==> config.mk <==
export PLATFORM = sky130hd
export DESIGN_NAME = hue_chroma_key_with_spill
export DESIGN_NICKNAME = d
export VERILOG_FILES = /design/src/sv/hcks_pkg.sv /design/src/sv/hcks_div.sv /design/src/sv/hcks_front.sv /design/src/sv/hcks_dist.sv /design/src/sv/hcks_spill.sv /design/src/sv/hue_chroma_key_with_spill.sv
export SDC_FILE = /design/constraint.sdc
export NUM_CORES = 2
export LEC_CHECK = 0
export BUFFER_PORTS_ARGS = -buffer_cell sky130_fd_sc_hd__buf_2
export CAP_MARGIN = 5
export CORE_MARGIN = 2
export CORE_UTILIZATION = 54
export DETAILED_ROUTE_END_ITERATION = 16
export PLACE_DENSITY = 0.7
export SLEW_MARGIN = 0
export SYNTH_ARGS = -nofsm -noshare
export SYNTH_HDL_FRONTEND = slang
export SYNTH_SLANG_ARGS = --single-unit
==> constraint.sdc <==
create_clock -name i_clk -period 12.23 [get_ports i_clk]
set_clock_uncertainty 0.05 [all_clocks]
set_input_delay 0 -clock i_clk [delete_from_list [all_inputs] [get_ports i_clk]]
set_output_delay 0 -clock i_clk [all_outputs]
set_load 0.005 [all_outputs]
==> src/sv/hcks_pkg.sv <==
`timescale 1ns / 1ps
// Shared types, constants and the divider step for the hue chroma keyer.
// No dependencies; every other file of the block uses this package.

package hcks_pkg;

    localparam int PixW      = 8;
    localparam int DivW      = 18;   // divider operand width
    localparam int QuoW      = 16;   // quotient bits per division
    localparam int DivStages = 8;
    localparam int DivSteps  = QuoW / DivStages;
    localparam int HueW      = 17;
    localparam int DistW     = 16;

    localparam logic [HueW-1:0] HueFull  = 17'd92160;  // 360 degrees
    localparam logic [HueW-1:0] HueHalf  = 17'd46080;  // 180 degrees
    localparam logic [HueW-1:0] HueGreen = 17'd30720;  // 120 degrees
    localparam logic [HueW-1:0] HueBlue  = 17'd61440;  // 240 degrees

    localparam logic [8:0]  KeyMax    = 9'd360;
    localparam logic [6:0]  PctMax    = 7'd100;
    localparam logic [8:0]  KeyReset  = 9'd120;
    localparam logic [6:0]  TolReset  = 7'd30;
    localparam logic [6:0]  SpillReset = 7'd50;
    localparam logic [8:0]  KeyGreenLo = 9'd60;
    localparam logic [8:0]  KeyGreenHi = 9'd180;
    localparam logic [8:0]  KeyBlueHi  = 9'd300;

    localparam logic [16:0] OneFix    = 17'd65536;
    localparam logic [25:0] Recip100  = 26'd42949673;  // ceil(2^32 / 100)
    localparam logic [11:0] TolScale  = 12'd2304;
    localparam logic [5:0]  HueScale  = 6'd60;

    typedef logic [1:0] t_reg_index;
    localparam t_reg_index RegKey   = 2'd0;
    localparam t_reg_index RegTol   = 2'd1;
    localparam t_reg_index RegSpill = 2'd2;

    typedef enum logic [1:0] {ChRed, ChGreen, ChBlue} t_chan;

    typedef struct packed {
        logic [PixW-1:0] blue;
        logic [PixW-1:0] green;
        logic [PixW-1:0] red;
        logic [PixW-1:0] alpha;
        logic            frame_end;
    } t_pix;

    typedef struct packed {
        t_pix  pix;
        t_chan chan;
        logic  neg;
        logic  keyed;
    } t_side;

    typedef struct packed {
        logic [DivW-1:0] rem;
        logic [QuoW-1:0] q;
    } t_divst;

    // One restoring step of a fraction division (numerator below divisor).
    function automatic t_divst div_step(input t_divst s, input logic [DivW-1:0] den);
        logic [DivW:0] rem2;
        t_divst        o;
        rem2 = {s.rem, 1'b0};
        if (rem2 >= {1'b0, den}) begin
            o.rem = DivW'(rem2 - {1'b0, den});
            o.q   = {s.q[QuoW-2:0], 1'b1};
        end else begin
            o.rem = rem2[DivW-1:0];
            o.q   = {s.q[QuoW-2:0], 1'b0};
        end
        return o;
    endfunction

    function automatic logic [PixW-1:0] min8(input logic [PixW-1:0] a,
                                              input logic [PixW-1:0] b);
        return (a < b) ? a : b;
    endfunction

    function automatic logic [PixW-1:0] max8(input logic [PixW-1:0] a,
                                              input logic [PixW-1:0] b);
        return (a > b) ? a : b;
    endfunction

endpackage

==> src/sv/hcks_div.sv <==
`timescale 1ns / 1ps
// Pipelined fraction divider: q = floor(num * 2^16 / den), two bits per stage.
// Depends on hcks_pkg; carries a t_side sideband alongside each item.

module hcks_div (
    input  logic                        i_clk,
    input  logic                        i_rst_n,
    input  logic                        i_valid,
    output logic                        o_ready,
    input  logic [hcks_pkg::DivW-1:0]   i_num,
    input  logic [hcks_pkg::DivW-1:0]   i_den,
    input  hcks_pkg::t_side             i_side,
    output logic                        o_valid,
    input  logic                        i_ready,
    output logic [hcks_pkg::QuoW-1:0]   o_q,
    output hcks_pkg::t_side             o_side
);

    localparam int Last = hcks_pkg::DivStages - 1;

    logic [hcks_pkg::DivStages-1:0] r_v;
    hcks_pkg::t_divst               r_st   [hcks_pkg::DivStages];
    logic [hcks_pkg::DivW-1:0]      r_den  [hcks_pkg::DivStages];
    hcks_pkg::t_side                r_side [hcks_pkg::DivStages];
    hcks_pkg::t_divst               n_st   [hcks_pkg::DivStages];
    logic [hcks_pkg::DivStages:0]   w_en;

    // A stage advances when it is empty or the next one advances.
    always_comb begin
        w_en[hcks_pkg::DivStages] = i_ready;
        for (int k = Last; k >= 0; k--) begin
            w_en[k] = !r_v[k] || w_en[k+1];
        end
    end

    always_comb begin
        hcks_pkg::t_divst s;
        s = '{rem: i_num, q: '0};
        for (int j = 0; j < hcks_pkg::DivSteps; j++) begin
            s = hcks_pkg::div_step(s, i_den);
        end
        n_st[0] = s;
        for (int k = 1; k < hcks_pkg::DivStages; k++) begin
            s = r_st[k-1];
            for (int j = 0; j < hcks_pkg::DivSteps; j++) begin
                s = hcks_pkg::div_step(s, r_den[k-1]);
            end
            n_st[k] = s;
        end
    end

    always_ff @(posedge i_clk) begin
        if (!i_rst_n) begin
            r_v <= '0;
        end else begin
            if (w_en[0]) r_v[0] <= i_valid;
            for (int k = 1; k < hcks_pkg::DivStages; k++) begin
                if (w_en[k]) r_v[k] <= r_v[k-1];
            end
        end
    end

    always_ff @(posedge i_clk) begin
        if (w_en[0]) begin
            r_st[0]   <= n_st[0];
            r_den[0]  <= i_den;
            r_side[0] <= i_side;
        end
        for (int k = 1; k < hcks_pkg::DivStages; k++) begin
            if (w_en[k]) begin
                r_st[k]   <= n_st[k];
                r_den[k]  <= r_den[k-1];
                r_side[k] <= r_side[k-1];
            end
        end
    end

    assign o_ready = w_en[0];
    assign o_valid = r_v[Last];
    assign o_q     = r_st[Last].q;
    assign o_side  = r_side[Last];

endmodule

==> src/sv/hcks_front.sv <==
`timescale 1ns / 1ps
// Input stage: channel max/min, HSV branch and hue divider operands.
// Depends on hcks_pkg.

module hcks_front (
    input  logic                        i_clk,
    input  logic                        i_rst_n,
    input  logic                        i_valid,
    output logic                        o_ready,
    input  hcks_pkg::t_pix              i_pix,
    output logic                        o_valid,
    input  logic                        i_ready,
    output logic [hcks_pkg::DivW-1:0]   o_num,
    output logic [hcks_pkg::DivW-1:0]   o_den,
    output hcks_pkg::t_side             o_side
);

    logic                       r_v;
    logic [hcks_pkg::DivW-1:0]  r_num;
    logic [hcks_pkg::DivW-1:0]  r_den;
    hcks_pkg::t_side            r_side;
    logic [hcks_pkg::DivW-1:0]  n_num;
    logic [hcks_pkg::DivW-1:0]  n_den;
    hcks_pkg::t_side            n_side;
    logic                       w_en;

    always_comb begin
        logic [7:0] cmax;
        logic [7:0] cmin;
        logic [7:0] delta;
        logic [7:0] mag;
        logic [8:0] diff;
        cmax  = hcks_pkg::max8(i_pix.red, hcks_pkg::max8(i_pix.green, i_pix.blue));
        cmin  = hcks_pkg::min8(i_pix.red, hcks_pkg::min8(i_pix.green, i_pix.blue));
        delta = cmax - cmin;
        n_side.pix = i_pix;
        priority if (cmax == i_pix.red) begin
            n_side.chan = hcks_pkg::ChRed;
            diff = {1'b0, i_pix.green} - {1'b0, i_pix.blue};
        end else if (cmax == i_pix.green) begin
            n_side.chan = hcks_pkg::ChGreen;
            diff = {1'b0, i_pix.blue} - {1'b0, i_pix.red};
        end else begin
            n_side.chan = hcks_pkg::ChBlue;
            diff = {1'b0, i_pix.red} - {1'b0, i_pix.green};
        end
        n_side.neg = diff[8];
        mag = diff[8] ? 8'(-diff) : diff[7:0];
        // hue offset = 60*|n|/delta; scale the divisor by 64 so num < den
        n_num = hcks_pkg::DivW'(mag) * hcks_pkg::DivW'(hcks_pkg::HueScale);
        n_den = hcks_pkg::DivW'({delta, 6'b0});
        // saturation above 0.15
        n_side.keyed = (13'(delta) * 13'd20) > (13'(cmax) * 13'd3);
    end

    assign w_en = !r_v || i_ready;

    always_ff @(posedge i_clk) begin
        if (!i_rst_n) begin
            r_v <= 1'b0;
        end else if (w_en) begin
            r_v <= i_valid;
        end
    end

    always_ff @(posedge i_clk) begin
        if (w_en) begin
            r_num  <= n_num;
            r_den  <= n_den;
            r_side <= n_side;
        end
    end

    assign o_ready = w_en;
    assign o_valid = r_v;
    assign o_num   = r_num;
    assign o_den   = r_den;
    assign o_side  = r_side;

endmodule

==> src/sv/hcks_dist.sv <==
`timescale 1ns / 1ps
// Hue assembly, circular distance to the key and window test (four stages).
// Depends on hcks_pkg; feeds the alpha factor divider.

module hcks_dist (
    input  logic                        i_clk,
    input  logic                        i_rst_n,
    input  logic [8:0]                  i_key,
    input  logic [6:0]                  i_tol,
    input  logic                        i_valid,
    output logic                        o_ready,
    input  logic [hcks_pkg::QuoW-1:0]   i_q,
    input  hcks_pkg::t_side             i_side,
    output logic                        o_valid,
    input  logic                        i_ready,
    output logic [hcks_pkg::DivW-1:0]   o_num,
    output logic [hcks_pkg::DivW-1:0]   o_den,
    output hcks_pkg::t_side             o_side
);

    logic [3:0]                 r_v;
    hcks_pkg::t_side            r_side [4];
    logic [hcks_pkg::HueW-1:0]  r_hue;
    logic [hcks_pkg::HueW-1:0]  r_ad;
    logic [hcks_pkg::DistW-1:0] r_d;
    logic [hcks_pkg::DivW-1:0]  r_num;
    logic [hcks_pkg::DivW-1:0]  r_den;
    logic [hcks_pkg::HueW-1:0]  n_hue;
    logic [hcks_pkg::HueW-1:0]  n_ad;
    logic [hcks_pkg::DistW-1:0] n_d;
    logic [hcks_pkg::DivW-1:0]  n_num;
    logic [hcks_pkg::DivW-1:0]  n_den;
    logic                       n_keyed;
    hcks_pkg::t_side            n_side3;
    logic [4:0]                 w_en;

    always_comb begin
        w_en[4] = i_ready;
        for (int k = 3; k >= 0; k--) begin
            w_en[k] = !r_v[k] || w_en[k+1];
        end
    end

    // Stage 0: base plus or minus the offset, wrapped into [0, 360).
    always_comb begin
        logic [hcks_pkg::HueW-1:0] mag;
        mag = hcks_pkg::HueW'(i_q[hcks_pkg::QuoW-1:2]);
        unique case (i_side.chan)
            hcks_pkg::ChRed: begin
                n_hue = (i_side.neg && mag != '0) ? hcks_pkg::HueFull - mag : mag;
            end
            hcks_pkg::ChGreen: begin
                n_hue = i_side.neg ? hcks_pkg::HueGreen - mag : hcks_pkg::HueGreen + mag;
            end
            hcks_pkg::ChBlue: begin
                n_hue = i_side.neg ? hcks_pkg::HueBlue - mag : hcks_pkg::HueBlue + mag;
            end
            default: begin
                n_hue = '0;
            end
        endcase
    end

    // Stage 1: absolute distance; stage 2: fold the long way round.
    always_comb begin
        logic [hcks_pkg::HueW-1:0] key_fix;
        key_fix = {i_key, 8'b0};
        n_ad = (r_hue >= key_fix) ? r_hue - key_fix : key_fix - r_hue;
        n_d  = (r_ad > hcks_pkg::HueHalf) ? hcks_pkg::DistW'(hcks_pkg::HueFull - r_ad)
                                          : r_ad[hcks_pkg::DistW-1:0];
    end

    // Stage 3: window test 5*d < 2304*tol and divider operands.
    always_comb begin
        n_num         = hcks_pkg::DivW'(r_d) * hcks_pkg::DivW'(5);
        n_den         = hcks_pkg::DivW'(i_tol) * hcks_pkg::DivW'(hcks_pkg::TolScale);
        n_keyed       = r_side[2].keyed && (n_num < n_den);
        n_side3       = r_side[2];
        n_side3.keyed = n_keyed;
    end

    always_ff @(posedge i_clk) begin
        if (!i_rst_n) begin
            r_v <= '0;
        end else begin
            if (w_en[0]) r_v[0] <= i_valid;
            for (int k = 1; k < 4; k++) begin
                if (w_en[k]) r_v[k] <= r_v[k-1];
            end
        end
    end

    always_ff @(posedge i_clk) begin
        if (w_en[0]) begin
            r_side[0] <= i_side;
            r_hue     <= n_hue;
        end
        if (w_en[1]) begin
            r_side[1] <= r_side[0];
            r_ad      <= n_ad;
        end
        if (w_en[2]) begin
            r_side[2] <= r_side[1];
            r_d       <= n_d;
        end
        if (w_en[3]) begin
            r_side[3] <= n_side3;
            r_num     <= n_num;
            r_den     <= n_den;
        end
    end

    assign o_ready = w_en[0];
    assign o_valid = r_v[3];
    assign o_num   = r_num;
    assign o_den   = r_den;
    assign o_side  = r_side[3];

endmodule

==> src/sv/hcks_spill.sv <==
`timescale 1ns / 1ps
// Alpha scaling and spill suppression (four stages, last one is the output).
// Depends on hcks_pkg.

module hcks_spill (
    input  logic                        i_clk,
    input  logic                        i_rst_n,
    input  logic [8:0]                  i_key,
    input  logic [6:0]                  i_spill,
    input  logic                        i_valid,
    output logic                        o_ready,
    input  logic [hcks_pkg::QuoW-1:0]   i_q,
    input  hcks_pkg::t_side             i_side,
    output logic                        o_valid,
    input  logic                        i_ready,
    output hcks_pkg::t_pix              o_pix
);

    logic [3:0]              r_v;
    hcks_pkg::t_side         r_side [4];
    logic [22:0]             r_sfp;
    logic [16:0]             r_sf;
    logic [7:0]              r_c;
    logic signed [25:0]      r_prod;
    hcks_pkg::t_chan         r_chan;
    hcks_pkg::t_side         n_side0;
    hcks_pkg::t_pix          n_pix3;
    hcks_pkg::t_side         n_side3;
    logic [22:0]             n_sfp;
    logic [16:0]             n_sf;
    logic [7:0]              n_c;
    logic signed [25:0]      n_prod;
    hcks_pkg::t_chan         n_chan;
    logic [4:0]              w_en;

    always_comb begin
        w_en[4] = i_ready;
        for (int k = 3; k >= 0; k--) begin
            w_en[k] = !r_v[k] || w_en[k+1];
        end
    end

    // Stage 0: scale alpha, form spill * (1 - af).
    always_comb begin
        logic [23:0] aprod;
        aprod   = 24'(i_side.pix.alpha) * 24'(i_q);
        n_side0 = i_side;
        if (i_side.keyed) n_side0.pix.alpha = aprod[23:16];
        n_sfp = 23'(i_spill) * 23'(hcks_pkg::OneFix - 17'(i_q));
    end

    // Stage 1: divide by 100 through the reciprocal.
    always_comb begin
        logic [48:0] sfm;
        sfm  = 49'(r_sfp) * 49'(hcks_pkg::Recip100);
        n_sf = sfm[48:32];
    end

    // Stage 2: pick the key channel and its pull toward the lower neighbor.
    always_comb begin
        logic [7:0]         m;
        logic signed [17:0] sfs;
        logic signed [8:0]  dif;
        hcks_pkg::t_pix     p;
        p = r_side[1].pix;
        priority if (i_key >= hcks_pkg::KeyGreenLo && i_key <= hcks_pkg::KeyGreenHi) begin
            n_chan = hcks_pkg::ChGreen;
            n_c    = p.green;
            m      = hcks_pkg::min8(p.red, p.blue);
        end else if (i_key >= hcks_pkg::KeyGreenHi && i_key <= hcks_pkg::KeyBlueHi) begin
            n_chan = hcks_pkg::ChBlue;
            n_c    = p.blue;
            m      = hcks_pkg::min8(p.red, p.green);
        end else begin
            n_chan = hcks_pkg::ChRed;
            n_c    = p.red;
            m      = hcks_pkg::min8(p.green, p.blue);
        end
        sfs    = signed'({1'b0, r_sf});
        dif    = signed'({1'b0, n_c}) - signed'({1'b0, m});
        n_prod = 26'(sfs) * 26'(dif);
    end

    // Stage 3: C*65536 - sf*(C - m); the result always stays in 0..255.
    always_comb begin
        logic signed [25:0] v;
        v      = signed'({2'b0, r_c, 16'b0}) - r_prod;
        n_pix3 = r_side[2].pix;
        if (r_side[2].keyed) begin
            unique case (r_chan)
                hcks_pkg::ChGreen: n_pix3.green = v[23:16];
                hcks_pkg::ChBlue:  n_pix3.blue  = v[23:16];
                hcks_pkg::ChRed:   n_pix3.red   = v[23:16];
                default:           n_pix3.red   = r_side[2].pix.red;
            endcase
        end
        n_side3     = r_side[2];
        n_side3.pix = n_pix3;
    end

    always_ff @(posedge i_clk) begin
        if (!i_rst_n) begin
            r_v <= '0;
        end else begin
            if (w_en[0]) r_v[0] <= i_valid;
            for (int k = 1; k < 4; k++) begin
                if (w_en[k]) r_v[k] <= r_v[k-1];
            end
        end
    end

    always_ff @(posedge i_clk) begin
        if (w_en[0]) begin
            r_side[0] <= n_side0;
            r_sfp     <= n_sfp;
        end
        if (w_en[1]) begin
            r_side[1] <= r_side[0];
            r_sf      <= n_sf;
        end
        if (w_en[2]) begin
            r_side[2] <= r_side[1];
            r_c       <= n_c;
            r_prod    <= n_prod;
            r_chan    <= n_chan;
        end
        if (w_en[3]) begin
            r_side[3] <= n_side3;
        end
    end

    assign o_ready = w_en[0];
    assign o_valid = r_v[3];
    assign o_pix   = r_side[3].pix;

`ifndef SYNTHESIS
    a_sf_bound: assert property (@(posedge i_clk) disable iff (!i_rst_n)
        r_v[1] |-> (r_sf <= hcks_pkg::OneFix))
        else $error("spill factor above one");

    a_out_hold: assert property (@(posedge i_clk) disable iff (!i_rst_n)
        (r_v[3] && !i_ready) |=> (r_v[3] && $stable(r_side[3].pix)))
        else $error("stalled result changed or dropped");
`endif

endmodule

==> src/sv/hue_chroma_key_with_spill.sv <==
`timescale 1ns / 1ps
// Top level of the HSV hue chroma keyer with spill suppression.
// Depends on hcks_pkg, hcks_front, hcks_div, hcks_dist and hcks_spill.
//
//  channel   dir  handshake                     payload
//  -------   ---  ----------------------------  ------------------------------------
//  pixel in  in   i_valid / o_ready             i_in_blue/green/red/alpha, frame_end
//  pixel out out  o_valid / i_ready             o_out_blue/green/red/alpha, frame_end
//  config    in   i_cfg_valid / o_cfg_ready     i_cfg_index, i_cfg_data
//
// One item per clock while the output is not stalled; stages: 1 input stage, 8 hue divider
// stages, 4 distance stages, 8 alpha divider stages, 4 spill stages (last is output).
// Each stage fills when empty, so bubbles collapse while the output is stalled;
// o_ready drops only when every stage holds an item and i_ready is low.
// Synchronous active-low reset empties the pipeline and loads register defaults
// (key 120, tolerance 30, spill 50). Config is always accepted.

module hue_chroma_key_with_spill (
    input  logic        i_clk,
    input  logic        i_rst_n,
    input  logic        i_valid,
    output logic        o_ready,
    input  logic [7:0]  i_in_blue,
    input  logic [7:0]  i_in_green,
    input  logic [7:0]  i_in_red,
    input  logic [7:0]  i_in_alpha,
    input  logic        i_frame_end_in,
    output logic        o_valid,
    input  logic        i_ready,
    output logic [7:0]  o_out_blue,
    output logic [7:0]  o_out_green,
    output logic [7:0]  o_out_red,
    output logic [7:0]  o_out_alpha,
    output logic        o_frame_end_out,
    input  logic        i_cfg_valid,
    output logic        o_cfg_ready,
    input  logic [1:0]  i_cfg_index,
    input  logic [8:0]  i_cfg_data
);

    logic [8:0] r_key;
    logic [6:0] r_tol;
    logic [6:0] r_spill;
    logic [8:0] w_key;
    logic [6:0] w_tol;
    logic [6:0] w_spill;

    // Handshake wires between sections, named after the producer.
    logic                        w_fr_valid, w_fr_ready;
    logic [hcks_pkg::DivW-1:0]   w_fr_num, w_fr_den;
    hcks_pkg::t_side             w_fr_side;
    logic                        w_d1_valid, w_d1_ready;
    logic [hcks_pkg::QuoW-1:0]   w_d1_q;
    hcks_pkg::t_side             w_d1_side;
    logic                        w_ds_valid, w_ds_ready;
    logic [hcks_pkg::DivW-1:0]   w_ds_num, w_ds_den;
    hcks_pkg::t_side             w_ds_side;
    logic                        w_d2_valid, w_d2_ready;
    logic [hcks_pkg::QuoW-1:0]   w_d2_q;
    hcks_pkg::t_side             w_d2_side;
    hcks_pkg::t_pix              w_in_pix;
    hcks_pkg::t_pix              w_out_pix;

    // Config registers; unknown indexes drop.
    always_ff @(posedge i_clk) begin
        if (!i_rst_n) begin
            r_key   <= hcks_pkg::KeyReset;
            r_tol   <= hcks_pkg::TolReset;
            r_spill <= hcks_pkg::SpillReset;
        end else if (i_cfg_valid) begin
            unique case (i_cfg_index)
                hcks_pkg::RegKey:   r_key   <= i_cfg_data;
                hcks_pkg::RegTol:   r_tol   <= i_cfg_data[6:0];
                hcks_pkg::RegSpill: r_spill <= i_cfg_data[6:0];
                default: ;
            endcase
        end
    end

    assign o_cfg_ready = 1'b1;

    // Saturate out-of-range settings.
    assign w_key   = (r_key > hcks_pkg::KeyMax) ? hcks_pkg::KeyMax : r_key;
    assign w_tol   = (r_tol > hcks_pkg::PctMax) ? hcks_pkg::PctMax : r_tol;
    assign w_spill = (r_spill > hcks_pkg::PctMax) ? hcks_pkg::PctMax : r_spill;

    assign w_in_pix = '{blue: i_in_blue, green: i_in_green, red: i_in_red,
                        alpha: i_in_alpha, frame_end: i_frame_end_in};

    hcks_front u_front (
        .i_clk   (i_clk),
        .i_rst_n (i_rst_n),
        .i_valid (i_valid),
        .o_ready (o_ready),
        .i_pix   (w_in_pix),
        .o_valid (w_fr_valid),
        .i_ready (w_fr_ready),
        .o_num   (w_fr_num),
        .o_den   (w_fr_den),
        .o_side  (w_fr_side)
    );

    // Hue offset: 60*|n|/delta with 8 fraction bits (quotient / 4).
    hcks_div u_hue_div (
        .i_clk   (i_clk),
        .i_rst_n (i_rst_n),
        .i_valid (w_fr_valid),
        .o_ready (w_fr_ready),
        .i_num   (w_fr_num),
        .i_den   (w_fr_den),
        .i_side  (w_fr_side),
        .o_valid (w_d1_valid),
        .i_ready (w_d1_ready),
        .o_q     (w_d1_q),
        .o_side  (w_d1_side)
    );

    hcks_dist u_dist (
        .i_clk   (i_clk),
        .i_rst_n (i_rst_n),
        .i_key   (w_key),
        .i_tol   (w_tol),
        .i_valid (w_d1_valid),
        .o_ready (w_d1_ready),
        .i_q     (w_d1_q),
        .i_side  (w_d1_side),
        .o_valid (w_ds_valid),
        .i_ready (w_ds_ready),
        .o_num   (w_ds_num),
        .o_den   (w_ds_den),
        .o_side  (w_ds_side)
    );

    // Alpha factor: 5*d / (2304*tol) with 16 fraction bits.
    hcks_div u_alpha_div (
        .i_clk   (i_clk),
        .i_rst_n (i_rst_n),
        .i_valid (w_ds_valid),
        .o_ready (w_ds_ready),
        .i_num   (w_ds_num),
        .i_den   (w_ds_den),
        .i_side  (w_ds_side),
        .o_valid (w_d2_valid),
        .i_ready (w_d2_ready),
        .o_q     (w_d2_q),
        .o_side  (w_d2_side)
    );

    hcks_spill u_spill (
        .i_clk   (i_clk),
        .i_rst_n (i_rst_n),
        .i_key   (w_key),
        .i_spill (w_spill),
        .i_valid (w_d2_valid),
        .o_ready (w_d2_ready),
        .i_q     (w_d2_q),
        .i_side  (w_d2_side),
        .o_valid (o_valid),
        .i_ready (i_ready),
        .o_pix   (w_out_pix)
    );

    assign o_out_blue      = w_out_pix.blue;
    assign o_out_green     = w_out_pix.green;
    assign o_out_red       = w_out_pix.red;
    assign o_out_alpha     = w_out_pix.alpha;
    assign o_frame_end_out = w_out_pix.frame_end;

`ifndef SYNTHESIS
    a_full_when_blocked: assert property (@(posedge i_clk) disable iff (!i_rst_n)
        !o_ready |-> (o_valid && !i_ready))
        else $error("input blocked without a waiting item");

    a_result_hold: assert property (@(posedge i_clk) disable iff (!i_rst_n)
        (o_valid && !i_ready) |=> (o_valid && $stable({o_out_blue, o_out_green,
            o_out_red, o_out_alpha, o_frame_end_out})))
        else $error("stalled result changed or dropped");

    a_cfg_open: assert property (@(posedge i_clk) disable iff (!i_rst_n)
        o_cfg_ready)
        else $error("config write refused");
`endif

endmodule
==> flow_summary.ini <==
[detailed_routing]
drt_pass1_iterations = 5
route.detailed.wl_per_inst_um = 17.9
drtAntennaViolNets = 0
routed_wl_um = 175000
drc_errors = 0
via_count = 53200
drt-vias-per-instance = 5.44
initialDrtViolationCount = 3203

[cts]
ctsRootBufferMaster = clkbuf_16
cts.htree.levels = 4
clkLatencyLatePin_ps = 800
clock_sinks = 1512
cts_setup_buffers = 0
number_of_buffers_inserted_during_clock_tree_synthesis = 156
ctsResizeCount = 0
tritoncts_clock_tree = yes
cts.path.max_buffers = 3
clock_transition_at_path_regs_ps = 60

[worst_setup_path]
critPathMostFrequentCell = fa_1
cp_data_arrival_time_ps = 11480
crit_fanout = 17
cp-start-kind = flop
cp_class = reg -> reg
cp_data_required_time_ps = 12730
critical_path.max_stage_delay_ps = 600
cp-end-kind = flop
critical_path.slowest_cell = a2111oi_0

[synth]
synth.lib_cells_used.distinct = 101
synthFlopType = edfxtp_1
yosysMostFrequentCell = edfxtp_1
synth.yosys.seq_area_share_pct = 50.0
syn-num-nets = 8586
synth_area_um2 = 89900
yosys-top-cells-area = edfxtp_1, ha_1, fa_1, inv_1, xnor2_1
main_combinational_cell_family_by_area_after_synthesis = adder cells
synth-async-reset-ratio_pct = 0
synth_cells = 7195
synth_area_per_cell_um2 = 12.5
number_of_enable_type_register_cells_in_the_synthesized_netlist = 1464
synth_xor_area_share_pct = 3.36
synthSimpleGateAreaFrac_pct = 8.69
synthDominantAreaCellType = edfxtp_1
synth_top_cells_by_count = edfxtp_1, inv_1, ha_1
post-synth-top-area-fraction_pct = 48.9
synth-compound-area-share_pct = 7.71
synth_fa_ha_area_share_pct = 22.9
synthMuxAreaShare_pct = 2.71
ys_seq_elements = 1512
yosys_warnings = 0

[place]
buffer_ports.inserted = 83
dp_hpwl_um = 132000
final_weighted_congestion_of_routability_driven_global_placement = 0.895
place_area_um2 = 93000

[finish]
layout.nets = 8842
final_area_um2 = 99100
final_layout_size_suffix_gt1_share_pct = 8.02
area_growth_syn_to_layout_pct = 10.2
final.fill_count = 12900

[grt]
grt_usage_pct = 21.1
antenna_found_initial = 7
first_global_vias = 55500
grt_start_max_net_pins = 70
global_route_wire_length_before_repair_um = 286000
grt-ovfl-total = 0

[sta]
setup_total_negative_slack_ps = 0
hold_ws_ps = 55.9
final_max_slew_viol_count = 0
fmaxAchievable_ghz = 0.0911
final.min_clock_period_ps = 10980
setup_viol = 0
worst_pin_slew_ps = 1250
final.period_utilization_pct = 89.8
max-slew-margin-rel_pct = 16.1
unrepaired_setup_endpoints_after_global_routing = no
finalHoldViolCount = 0

[floorplan]
floorplan.core_area_um2 = 165000
fp.dieArea_um2 = 170000
top_level_ports = 85
initial_utilization_pct = 54.4
fp.dieH_um = 412
dieWidth_um = 412
placementRows = 149

[outcome]
run_status = finished clean

[hold_path]
path_category_of_the_worst_min_delay_check = in -> reg

[run]
max_cap_violations = 0
==> flip-flops by register name, indices dropped and copies added, names as in the netlist, 18 cells and up <==
| register | cells |
|---|---|
| u_spill.r_prod | 24 |
| u_hue_div.r_den | 48 |
| u_alpha_div.r_side | 272 |
| u_front.o_side | 37 |
| u_spill.r_sfp | 23 |
| u_spill.r_side | 135 |
| u_alpha_div.r_den | 70 |
| u_alpha_div.r_st | 154 |
| u_dist.o_num | 18 |
| u_hue_div.r_side | 296 |
| u_hue_div.r_st | 144 |
| u_dist.r_side | 136 |
==> placed cells by master (no fill, tap or decap), types with 33 or more instances in the layout <==
cell type      count
o21ai_0          258
a21boi_0          65
buf_4             43
fa_1             500
clkbuf_16        158
and3_1            33
dlygate4sd3_1     82
nand3_1           53
o31ai_1           34
nand2_1          492
dfxtp_1           48
nand2b_1         102
ha_1             842
o21a_1            60
inv_1            981
nor2b_1          107
xor2_1           106
a21oi_1          284
nand4_1           57
mux2i_1           61
buf_2             83
xnor2_1          237
a21o_1           126
mux2_2           152
and2_1           191
nor3_1            65
edfxtp_1        1464
nor2_1           345
==> worst max-delay path: cells and delay by family, from the launching register on <==
kind            cells  cell delay [ps]
fa+ha+maj           8             3340
buf+inv             5              380
xor+xnor            1               60
flops               1              420
compound gates     20             5230
simple gates        7             1200
==> layout make-up <==
type	count	area, um2	area share [%]
inverter	996	3740	3.77
antenna	5	12.5	0.0126
sequential	1512	44900	45.4
clock buffer	194	4160	4.20
timing repair buffer	209	1570	1.58
multi-input combinational	4576	40800	41.2
clock inverter	93	1080	1.09
tap	2189	2740	2.77
==> timing repair <==
action,4_1_cts,5_1_grt
hold endpoints to repair,89,0
hold buffers,82,0
setup endpoints to repair,0,0
==> worst paths after layout <==
kind | from | slack (ps) | cells past startpoint | to
worst min register to register | u_alpha_div.r_side[1][85]$_DFFE_PP_ | 330 | 0 | u_alpha_div.r_side[1][122]$_DFFE_PP_
worst min-delay path | i_in_blue[0] | 60 | 2 | u_front.o_side[29]$_DFFE_PP_
worst max register to register | r_key[2]$_SDFFE_PN0P_ | 1250 | 41 | u_spill.r_prod[22]$_DFFE_PP_
worst max-delay path | r_key[2]$_SDFFE_PN0P_ | 1250 | 41 | u_spill.r_prod[22]$_DFFE_PP_
==> routing by layer <==
layer	routed length [um]	track usage, %
met2	88200	37.2
met5	0	0
met4	5000	6.87
met3	6980	2.75
met1	74900	26.9
==> cells by family after synthesis <==
| group | count (synthesis) |
|---|---|
| AND/OR/NAND/NOR | 1588 |
| flip-flops | 1512 |
| adder cells (fa/ha/maj) | 1344 |
| buffers and inverters | 1107 |
| AO/OA/AOI/OAI | 1077 |
| XOR/XNOR | 345 |
| multiplexers | 221 |
| other | 1 |
==> stage by stage <==
step	cells	utilization [%]	setup slack (ps)
global placement	9399	56.3	1460
detailed placement	9399	56.3	1300
floorplan	7195	-	2700
finish	9774	60.0	1250
CTS	9768	60.0	1270
global route	9774	60.0	331
Power is left out: the tool's default activity adds up to more than one toggle a clock period on the data nets, which glitch-free logic cannot reach.
